`src/hdl/cor_pkg.sv`:
```
// Shared types and constants for the circle outline rasterizer.
// No dependencies; imported by circle_outline_rasterizer_top, outline_check_pkg and the bench.
`default_nettype none

package cor_pkg;

   // Coordinate, offset and error term widths
   localparam int unsigned COORD_BITS = 16;
   localparam int unsigned OFF_BITS   = COORD_BITS + 1;
   localparam int unsigned ERR_BITS   = COORD_BITS + 4;
   // Signed width that holds any unwrapped column or row
   localparam int unsigned POS_BITS   = COORD_BITS + 3;
   // Signed width that holds the error term plus or minus an offset
   localparam int unsigned CMP_BITS   = ERR_BITS + 2;

   localparam int unsigned CSR_INDEX_BITS = 2;
   localparam int unsigned CSR_DATA_BITS  = COORD_BITS;

   localparam logic [CSR_INDEX_BITS-1:0] CSR_SURFACE_WIDTH  = 2'd0;
   localparam logic [CSR_INDEX_BITS-1:0] CSR_SURFACE_HEIGHT = 2'd1;

   localparam logic [COORD_BITS-1:0] SURFACE_WIDTH_RESET  = 16'd640;
   localparam logic [COORD_BITS-1:0] SURFACE_HEIGHT_RESET = 16'd480;

   typedef enum logic {
      CMD_START = 1'b0,
      CMD_STEP  = 1'b1
   } cmd_type;

   typedef struct packed {
      cmd_type               command;
      logic [COORD_BITS-1:0] center_x;
      logic [COORD_BITS-1:0] center_y;
      logic [COORD_BITS-1:0] radius;
   } req_payload_type;

   typedef struct packed {
      logic [COORD_BITS-1:0] x_right;
      logic [COORD_BITS-1:0] x_left;
      logic [COORD_BITS-1:0] y_down;
      logic [COORD_BITS-1:0] y_up;
      logic [3:0]            visible_mask;
      logic                  last_step;
   } rsp_payload_type;

endpackage

`default_nettype wire

```
`src/hdl/circle_outline_rasterizer_top.sv`:
```
// Midpoint circle outline walker: one mirrored point set per step request.
// Depends on cor_pkg for payload types, widths and register indexes.
//
// Usage
//   A request on the req_ channel carries a command. A start request latches
//   the centre and radius and primes the error term; it returns nothing and
//   abandons any circle in progress. Each step request while a circle is
//   active returns one response on the rsp_ channel: the four mirrored points
//   (centre +/- offsets, low 16 bits), a visibility mask clipped against the
//   surface size and a last_step flag. A step with no circle active is
//   dropped without a response.
//   Latency: a response is valid the cycle after its step request is taken.
//   Throughput: one request per cycle while req_stall is low; the whole step (point sums, clip
//   compares, error term update) sits between the state registers and the
//   response register, so nothing iterates.
//   Stall: req_stall rises only while a response is held and rsp_stall is
//   high; the response register holds its payload until it is taken.
//   Reset: synchronous; clears the walk (no circle active), drops any held
//   response and restores the surface size to 640 x 480.
//   The csr_ port writes surface_width (index 0) and surface_height
//   (index 1) at any edge with csr_write_en high; write only while idle.
`default_nettype none

module circle_outline_rasterizer_top (
   input  wire logic                                 clock,
   input  wire logic                                 reset,
   // Request channel
   input  wire logic                                 req_valid,
   output logic                                      req_stall,
   input  wire cor_pkg::req_payload_type             req_data,
   // Response channel
   output logic                                      rsp_valid,
   input  wire logic                                 rsp_stall,
   output cor_pkg::rsp_payload_type                  rsp_data,
   // Register write port
   input  wire logic                                 csr_write_en,
   input  wire logic [cor_pkg::CSR_INDEX_BITS-1:0]   csr_index,
   input  wire logic [cor_pkg::CSR_DATA_BITS-1:0]    csr_wdata
);
   import cor_pkg::*;

   // Surface size registers
   logic [COORD_BITS-1:0] surface_width_ff,  surface_width_in;
   logic [COORD_BITS-1:0] surface_height_ff, surface_height_in;

   // Walk state
   logic [COORD_BITS-1:0] cx_ff, cx_in;
   logic [COORD_BITS-1:0] cy_ff, cy_in;
   logic [OFF_BITS-1:0]   x_offset_ff, x_offset_in;
   logic [OFF_BITS-1:0]   y_offset_ff, y_offset_in;
   logic [ERR_BITS-1:0]   error_ff, error_in;
   logic                  active_ff, active_in;

   // Response register
   logic                  rsp_valid_ff, rsp_valid_in;
   rsp_payload_type       rsp_data_ff, rsp_data_in;

   logic req_fire;
   logic step_fire;

   // Unwrapped point positions, signed
   logic signed [POS_BITS-1:0] x_right_pos, x_left_pos, y_down_pos, y_up_pos;
   logic                       xr_in, xl_in, yd_in, yu_in;

   // Error term decisions
   logic signed [CMP_BITS-1:0] err_wide;
   logic signed [CMP_BITS-1:0] err_plus_y;
   logic signed [CMP_BITS-1:0] err_minus_x;
   logic                       y_zero;
   logic                       go_horizontal;
   logic                       go_vertical;
   logic [ERR_BITS-1:0]        x_twice;
   logic [ERR_BITS-1:0]        y_twice;
   logic [ERR_BITS-1:0]        radius_twice;

   // Hold the request side only while a response waits and is not taken
   assign req_stall = rsp_valid_ff & rsp_stall;
   assign req_fire  = req_valid & ~req_stall;
   assign step_fire = req_fire & (req_data.command == CMD_STEP) & active_ff;

   assign rsp_valid = rsp_valid_ff;
   assign rsp_data  = rsp_data_ff;

   // Mirrored points before wrapping
   always_comb begin
      x_right_pos = $signed({3'b000, cx_ff}) + $signed({2'b00, x_offset_ff});
      x_left_pos  = $signed({3'b000, cx_ff}) - $signed({2'b00, x_offset_ff});
      y_down_pos  = $signed({3'b000, cy_ff}) + $signed({2'b00, y_offset_ff});
      y_up_pos    = $signed({3'b000, cy_ff}) - $signed({2'b00, y_offset_ff});
   end

   // Clip each axis: non-negative and below the surface size
   always_comb begin
      xr_in = ~x_right_pos[POS_BITS-1]
              & (x_right_pos < $signed({3'b000, surface_width_ff}));
      xl_in = ~x_left_pos[POS_BITS-1]
              & (x_left_pos < $signed({3'b000, surface_width_ff}));
      yd_in = ~y_down_pos[POS_BITS-1]
              & (y_down_pos < $signed({3'b000, surface_height_ff}));
      yu_in = ~y_up_pos[POS_BITS-1]
              & (y_up_pos < $signed({3'b000, surface_height_ff}));
   end

   // Pick the move (y nonzero): horizontal when d < 0 and d + y <= 0, vertical when d > 0 and d - x > 0
   always_comb begin
      err_wide      = CMP_BITS'($signed(error_ff));
      err_plus_y    = err_wide + $signed({5'b00000, y_offset_ff});
      err_minus_x   = err_wide - $signed({5'b00000, x_offset_ff});
      y_zero        = (y_offset_ff == '0);
      go_horizontal = err_wide[CMP_BITS-1] & (err_plus_y <= 0) & ~y_zero;
      go_vertical   = ~err_wide[CMP_BITS-1] & (err_wide != 0)
                      & (err_minus_x > 0) & ~y_zero;
      x_twice       = {2'b00, x_offset_ff, 1'b0};
      y_twice       = {2'b00, y_offset_ff, 1'b0};
      radius_twice  = {3'b000, req_data.radius, 1'b0};
   end

   // Next state
   always_comb begin
      surface_width_in  = surface_width_ff;
      surface_height_in = surface_height_ff;
      cx_in             = cx_ff;
      cy_in             = cy_ff;
      x_offset_in       = x_offset_ff;
      y_offset_in       = y_offset_ff;
      error_in          = error_ff;
      active_in         = active_ff;
      rsp_valid_in      = rsp_valid_ff & rsp_stall;
      rsp_data_in       = rsp_data_ff;

      if (csr_write_en) begin
         unique case (csr_index)
            CSR_SURFACE_WIDTH:  surface_width_in  = csr_wdata;
            CSR_SURFACE_HEIGHT: surface_height_in = csr_wdata;
            default: ;
         endcase
      end

      if (req_fire && req_data.command == CMD_START) begin
         // Start at (0, r) with d = 1 - 2r
         cx_in       = req_data.center_x;
         cy_in       = req_data.center_y;
         x_offset_in = '0;
         y_offset_in = {1'b0, req_data.radius};
         error_in    = ERR_BITS'(1) - radius_twice;
         active_in   = 1'b1;
      end else if (step_fire) begin
         rsp_valid_in              = 1'b1;
         rsp_data_in.x_right       = x_right_pos[COORD_BITS-1:0];
         rsp_data_in.x_left        = x_left_pos[COORD_BITS-1:0];
         rsp_data_in.y_down        = y_down_pos[COORD_BITS-1:0];
         rsp_data_in.y_up          = y_up_pos[COORD_BITS-1:0];
         rsp_data_in.visible_mask  = {xl_in & yu_in, xr_in & yu_in,
                                      xl_in & yd_in, xr_in & yd_in};
         rsp_data_in.last_step     = y_zero;

         if (go_horizontal) begin
            // x += 1, d += 2x + 3 (old x)
            x_offset_in = x_offset_ff + OFF_BITS'(1);
            error_in    = error_ff + x_twice + ERR_BITS'(3);
         end else if (go_vertical) begin
            // y -= 1, d += 3 - 2y (old y)
            y_offset_in = y_offset_ff - OFF_BITS'(1);
            error_in    = error_ff + ERR_BITS'(3) - y_twice;
         end else begin
            // Diagonal: d += 2(x + 1 - y) with old offsets
            x_offset_in = x_offset_ff + OFF_BITS'(1);
            error_in    = error_ff + x_twice + ERR_BITS'(2) - y_twice;
            if (y_zero) begin
               active_in = 1'b0;
            end else begin
               y_offset_in = y_offset_ff - OFF_BITS'(1);
            end
         end
      end
   end

   always_ff @(posedge clock) begin
      if (reset) begin
         surface_width_ff  <= SURFACE_WIDTH_RESET;
         surface_height_ff <= SURFACE_HEIGHT_RESET;
         cx_ff             <= '0;
         cy_ff             <= '0;
         x_offset_ff       <= '0;
         y_offset_ff       <= '0;
         error_ff          <= '0;
         active_ff         <= 1'b0;
         rsp_valid_ff      <= 1'b0;
      end else begin
         surface_width_ff  <= surface_width_in;
         surface_height_ff <= surface_height_in;
         cx_ff             <= cx_in;
         cy_ff             <= cy_in;
         x_offset_ff       <= x_offset_in;
         y_offset_ff       <= y_offset_in;
         error_ff          <= error_in;
         active_ff         <= active_in;
         rsp_valid_ff      <= rsp_valid_in;
      end
   end

   // Payload needs no reset
   always_ff @(posedge clock) begin
      rsp_data_ff <= rsp_data_in;
   end

   // A step on an active circle always yields a response next cycle
   a_step_responds: assert property (@(posedge clock) disable iff (reset)
      step_fire |=> rsp_valid)
      else $error("step request on active circle gave no response");

   // A start request never yields a response
   a_start_silent: assert property (@(posedge clock) disable iff (reset)
      (req_fire && req_data.command == CMD_START) |=> !rsp_valid)
      else $error("start request produced a response");

   // The step taken at zero vertical offset ends the circle
   a_last_ends: assert property (@(posedge clock) disable iff (reset)
      (step_fire && y_offset_ff == '0) |=> (!active_ff && rsp_data.last_step))
      else $error("last step did not end the circle");

   // Requests are held back only while a response is waiting
   a_stall_cause: assert property (@(posedge clock) disable iff (reset)
      req_stall |-> (rsp_valid && rsp_stall))
      else $error("request stall without a held response");

endmodule

`default_nettype wire

```
`config.mk`:
```
export PLATFORM = sky130hd
export DESIGN_NAME = circle_outline_rasterizer_top
export DESIGN_NICKNAME = d
export VERILOG_FILES = /design/src/hdl/cor_pkg.sv /design/src/hdl/circle_outline_rasterizer_top.sv
export SDC_FILE = /design/constraint.sdc
export NUM_CORES = 1
export LEC_CHECK = 0
export BUFFER_PORTS_ARGS = -buffer_cell sky130_fd_sc_hd__buf_2
export CORE_ASPECT_RATIO = 0.7
export CORE_MARGIN = 10
export CORE_UTILIZATION = 50
export CTS_BUF_LIST = sky130_fd_sc_hd__clkbuf_4
export CTS_CLUSTER_DIAMETER = 80
export CTS_CLUSTER_SIZE = 28
export DETAILED_ROUTE_END_ITERATION = 10
export PLACE_DENSITY = 0.81
export REMOVE_ABC_BUFFERS = 1
export SYNTH_ARGS = -nofsm -noshare
export SYNTH_HDL_FRONTEND = slang
export SYNTH_SLANG_ARGS = --single-unit
```
`constraint.sdc`:
```
create_clock -name clock -period 4.9 [get_ports clock]
set_clock_uncertainty 0.1 [all_clocks]
set_input_delay 1.225 -clock clock [delete_from_list [all_inputs] [get_ports clock]]
set_output_delay 1.225 -clock clock [all_outputs]
set_load 0.02 [all_outputs]
```
======== Word level (Yosys, flattened, before mapping) ========
Index checks and enable logic that the tools add are counted.
operators by class
  add/subtract/negate cells ............... 15
  $mul .................................... 0
  divide/modulo/power cells ............... 0
  order comparisons ....................... 6
  equality and inequality tests ........... 6
  shift-type cells ........................ 0
  muxes and demuxes ....................... 18
  bitwise operators ....................... 27
  reduce and logical (&&, ||, !) cells .... 14
operators by type and width
  operator                                                         number
  2-to-1 mux 20 bit                                                4
  2-to-1 mux 17 bit                                                4
  adder 20 x 2 -> 20 bit, second input constant                    3
  2-to-1 mux 16 bit                                                3
  subtractor 20 x 18 -> 20 bit                                     2
  adder 16 x 17 -> 18 bit                                          2
  < comparator 18 x 16 -> 1 bit                                    2
  < comparator 18 x 17 -> 1 bit                                    2
  subtractor 16 x 17 -> 18 bit                                     2
  nonzero test 32 bit                                              1
  adder 20 x 18 -> 21 bit                                          1
  > comparator 21 x 1 -> 1 bit, second input constant              1
  less-or-equal comparator 21 x 1 -> 1 bit, second input constant  1
  subtractor 20 x 18 -> 21 bit                                     1
  adder 20 x 18 -> 20 bit                                          1
  subtractor 1 x 17 -> 18 bit, first input constant                1
  adder 17 x 1 -> 17 bit, second input constant                    1
  AND 1 bit                                                        17
  logical NOT 17 bit                                               1
  subtractor 17 x 1 -> 17 bit, second input constant               1
  NOT 1 bit                                                        8
  AND reduction 2 bit                                              4
  2-to-1 mux 1 bit                                                 7
  inequality test 2 x 1 -> 1 bit, second input constant            3
  other kinds (10)                                                 13
storage, ports and cells
  bits in registers ....................... 189
  latch bits .............................. 0
  bits in writable memories ............... 0
  memory bits (read-only) ................. 0
  input bits .............................. 72
  logic and storage cells ................. 102
  memories kept ........................... 0

======== Depth between registers and ports, before layout ========
  word-level depth ........................ 8
  mapped depth ............................ 21

======== Worst setup path after synthesis ========
Ideal clock, no wire load.
  path kind ............................... input-to-reg
  start point ............................. input port rsp_stall
  end point ............................... register error_ff[13]
  arrival ................................. 4.492 ns
  required time ........................... 4.725 ns
  slack ................................... 0.233 ns
  stages on the path ...................... 7
  cells stage by stage .................... nand2_1 -> and3_1 -> nand2_1 -> inv_1 -> clkbuf_1 -> o311ai_0 -> a21oi_1
on the way
  longest elaborated chain between the ends .. 6
  elaborated cells on any way between the ends .. 8
  classes of those cells .................. 1 x mux; 5 x bitwise; 2 x reduce/logical
ends and longest elaborated chain
  element                              line                                  text
  start: declaration                   circle_outline_rasterizer_top.sv:33   input wire logic rsp_stall,
  AND 1 bit *                          circle_outline_rasterizer_top.sv:77   assign req_stall = rsp_valid_ff & rsp_stall;
  NOT 1 bit *                          circle_outline_rasterizer_top.sv:78   assign req_fire = req_valid & ~req_stall;
  AND 1 bit *                          circle_outline_rasterizer_top.sv:78
  AND 1 bit (2 in a row)               circle_outline_rasterizer_top.sv:79   assign step_fire = req_fire & (req_data.command == CMD_STEP) & active_ff;
  nonzero test 2 bit (no source line)  -
  end signal: assignment               circle_outline_rasterizer_top.sv:196  error_ff <= error_in;
  end: declaration                     circle_outline_rasterizer_top.sv:51   logic [ERR_BITS-1:0] error_ff, error_in;
Mark *: on every way between the ends. The rest lies on a longest branch, timed or not.
A chain may end at the register's enable or synchronous reset.

======== Worst setup path after layout ========
  start point ............................. register error_ff[4]
  end point ............................... register error_ff[6]
on the way
  longest elaborated chain between the ends .. 8
  elaborated cells on any way between the ends .. 20
  classes of those cells .................. 8 x add/sub; 2 x order compare; 4 x mux; 5 x bitwise; 1 x reduce/logical
ends and longest elaborated chain
  element                                                          line                                  text
  branches (longest 5 deep; another with adder 20 x 18 -> 20 bit)  -
  2-to-1 mux 20 bit *                                              circle_outline_rasterizer_top.sv:157  if (go_horizontal) begin
  2-to-1 mux 20 bit *                                              circle_outline_rasterizer_top.sv:147  end else if (step_fire) begin
  2-to-1 mux 20 bit *                                              circle_outline_rasterizer_top.sv:139  if (req_fire && req_data.command == CMD_START) begin
Every way passes the cells marked *. The select of a mux whose other input is x is not followed.

==> results.cfg <==
[sta]
final.min_clock_period_ns = 4.76
max-slew-margin-rel = 0.109
hold_violations = 0
tns_ns = 0
maxSlewViolCount = 0
setup-violations-final = 0
tightest_slew_ns = 1.34
clock.fmax_ghz = 0.210
layout_worst_path_cycle_share = 0.971
rsz0062_at_grt = no

[floorplanning]
initial_core_util = 0.510
die_w_um = 241
io_pins = 143
fp.dieH_um = 175
core_um2 = 33600
die_area_um2 = 42200
rows = 56

[global_route]
grt_usage = 0.273
antenna_found_initial = 0
grt.overflow.total = 0
grt_pass1_vias = 15400
grt_max_degree = 53
grt_pass1_wl_mm = 89.5

[clock_tree]
tritoncts = yes
clockRootBuffer = clkbuf_4
cts_hold_buf = 0
cts.clk_slew.worst_paths_ns = 0.19
clk_path_buf_depth = 2
numClockSinks = 187
cts_made_buffers = 17
htree_levels = 4
clock_latency_ns = 0.69

[routing]
wl_per_cell_um = 22.2
top_layer = met4
wl_met3_mm = 6.64
met1_length_mm = 26.3
drt_first_iter_violations = 1912
dr.pass1.iters = 6
dr_wl_met2_mm = 24.8
drcViolationCount = 0
ant_nets = 0
routed-via-count = 16500
vias_per_cell = 6.22
wirelength_mm = 59.1

[logic_synthesis]
synth_area_leaders = ha_1, dfxtp_1, edfxtp_1
synth-seq-cells = 187
async_flop_share = 0
syn_avg_cell_area_um2 = 8.33
synth_edf_count = 67
synthDistinctLibCells = 97
netlist_area_um2 = 17200
synth_top_area_cell = ha_1
synth_ff_type = dfxtp_1
yosys_warnings = 0
synthCells = 2060
yosysTopAreaCellShare = 0.182
seq_area_frac_synth = 0.257

[setup_path]
worstPathMaxFanout = 12
end_kind = flip-flop
cp_data_required_time_ns = 5.43
cp.arrival_ns = 5.29
crit_type = reg2reg
startpoint_type = flip-flop

[placed_design]
gp_congestion = 0.988
dp_hpwl_mm = 48.1
dp.cells = 2622
portBuffers = 142

[pwr]
p_leak_nw = 8.03
powerDensity_nw_per_um2 = 277
ir_drop_uv = 143

[finish]
diodes = 0
fill_cells = 3099
drive_gt1_frac = 0.132
area_delta_synth_final_pct = 10.1
fin_cells = 2655
final_net_count = 2538

[run]
max-cap-violations = 0

[run_status]
status = finished, final reports clean

[min_path]
hold_class = reg2reg
==> flip-flops by register name, indices dropped and copies added, names as in the netlist, 16 cells and up <==
name               count
rsp_data              67
error_ff              20
x_offset_ff           17
y_offset_ff           17
cx_ff                 16
cy_ff                 16
surface_height_ff     16
surface_width_ff      16
==> repair_timing <==
action                                  in CTS  in global routing
resized for setup                            0                 13
endpoints found under the setup margin       0                  6
setup buffers                                0                  1
==> through the flow <==
step	setup WS (ns)	cell area [um^2]	util	hold WS [ns]	power, mW
after floorplan	-0.245	16800	-	0.330	3.48
after global placement	0.325	18500	0.551	0.345	4.18
after detailed placement	0.208	18500	0.551	0.348	4.21
after CTS	0.181	18800	0.560	0.370	5.17
after global routing	0.0111	18900	0.562	0.391	5.54
final	0.143	18900	0.562	0.369	5.24
==> report_power, final <==
part | internal [mW] | switching [mW] | total [mW] | leakage [nW]
logic | 1.01 | 1.47 | 2.48 | 6.28
registers | 1.70 | 0.0962 | 1.79 | 1.58
clock network | 0.291 | 0.672 | 0.963 | 0.165
total | 3.00 | 2.24 | 5.24 | 8.03
==> cells in the mapped netlist, types with 7 or more instances <==
cell type,instances
mux2i_1,12
or2_2,7
a21oi_1,198
nand2_1,239
o2111ai_1,8
a311o_1,8
nor3b_1,7
a21boi_0,9
edfxtp_1,67
nor3_1,58
a31oi_1,27
a221oi_1,11
nand3b_1,9
xor2_1,49
nor4_1,13
nand2b_1,12
nand4_1,18
o21a_1,31
a211oi_1,26
clkbuf_1,51
or4_1,7
fa_1,9
nand3_1,49
a211o_1,10
a31o_2,7
a2111oi_0,7
ha_1,250
inv_1,142
o31ai_1,9
nor2_1,132
or3_1,18
nor2b_1,25
o21ai_0,89
dfxtp_1,120
o21bai_1,21
and3_1,17
o211ai_1,16
a21o_1,33
xnor2_1,98
and2_1,7
==> final timing paths <==
kind | slack, ns | startpoint | endpoint | depth (start not counted)
min reg2reg | 0.37 | surface_width_ff[3] | surface_width_ff[3] | 2
max | 0.14 | error_ff[4] | error_ff[6] | 12
min | 0.37 | surface_width_ff[3] | surface_width_ff[3] | 2
max reg2reg | 0.14 | error_ff[4] | error_ff[6] | 12
==> cell families (layout without fill, tap and decap cells) <==
| logic type | count (synthesis) | after routing | synth area share |
|---|---|---|---|
| and+or+nand+nor | 641 | 641 | 0.179 |
| xor gates and xnor gates | 148 | 148 | 0.0764 |
| AOI/OAI and AO/OA | 593 | 593 | 0.234 |
| buffers and inverters | 215 | 375 | 0.0509 |
| DFF | 187 | 187 | 0.257 |
| muxes | 17 | 17 | 0.0103 |
| adders and majority gates | 259 | 259 | 0.193 |
==> final cells by class <==
| cell class | instances | area [um^2] | area share |
|---|---|---|---|
| inverter | 143 | 538 | 0.0285 |
| tap | 435 | 544 | 0.0288 |
| timing repair buffer | 200 | 1160 | 0.0615 |
| sequential | 187 | 4420 | 0.234 |
| clock buffer | 18 | 135 | 0.00715 |
| multi-input combinational | 1658 | 11900 | 0.631 |
| clock inverter | 14 | 178 | 0.00941 |
==> worst max-delay path, cell delays in order (launching register included) <==
cell and delay [ns]:
dfxtp_1 0.58, buf_4 0.20, ha_1 0.30, nand2_1 0.13
nor3b_1 0.08, o41ai_1 0.54, mux2_2 0.40, a32o_1 0.22
and4_1 0.17, a31o_2 0.31, a21oi_1 1.06, o21ai_0 0.40
a21oi_1 0.22
==> routing by layer <==
layer	up-vias	global-route usage
met5	-	0
met4	0	0.0630
met3	95	0.0795
met2	813	0.401
met1	7799	0.383
li1	7807	-
==> cell usage in the layout, fill, tap and decap left out, types with 8 or more instances in the layout <==
cell,count
o31ai_1,8
o21bai_1,21
a211oi_1,25
xor2_1,49
nor3_1,57
a31oi_1,27
a221oi_1,11
or3_1,18
a21oi_1,197
nand3_1,49
o21ai_0,87
a21o_1,33
a21boi_0,9
clkbuf_4,18
a311o_1,8
nor2b_1,25
inv_1,141
mux2i_1,12
buf_4,58
nand3b_1,9
fa_1,9
nand2b_1,12
dfxtp_1,118
ha_1,250
buf_2,141
o2111ai_1,8
and3_1,17
edfxtp_1,67
xnor2_1,97
o21a_1,31
nand2_1,239
a211o_1,10
nor4_1,12
o211ai_1,16
nor2_1,130
nand4_1,18
(Power assumes the default switching activity.)
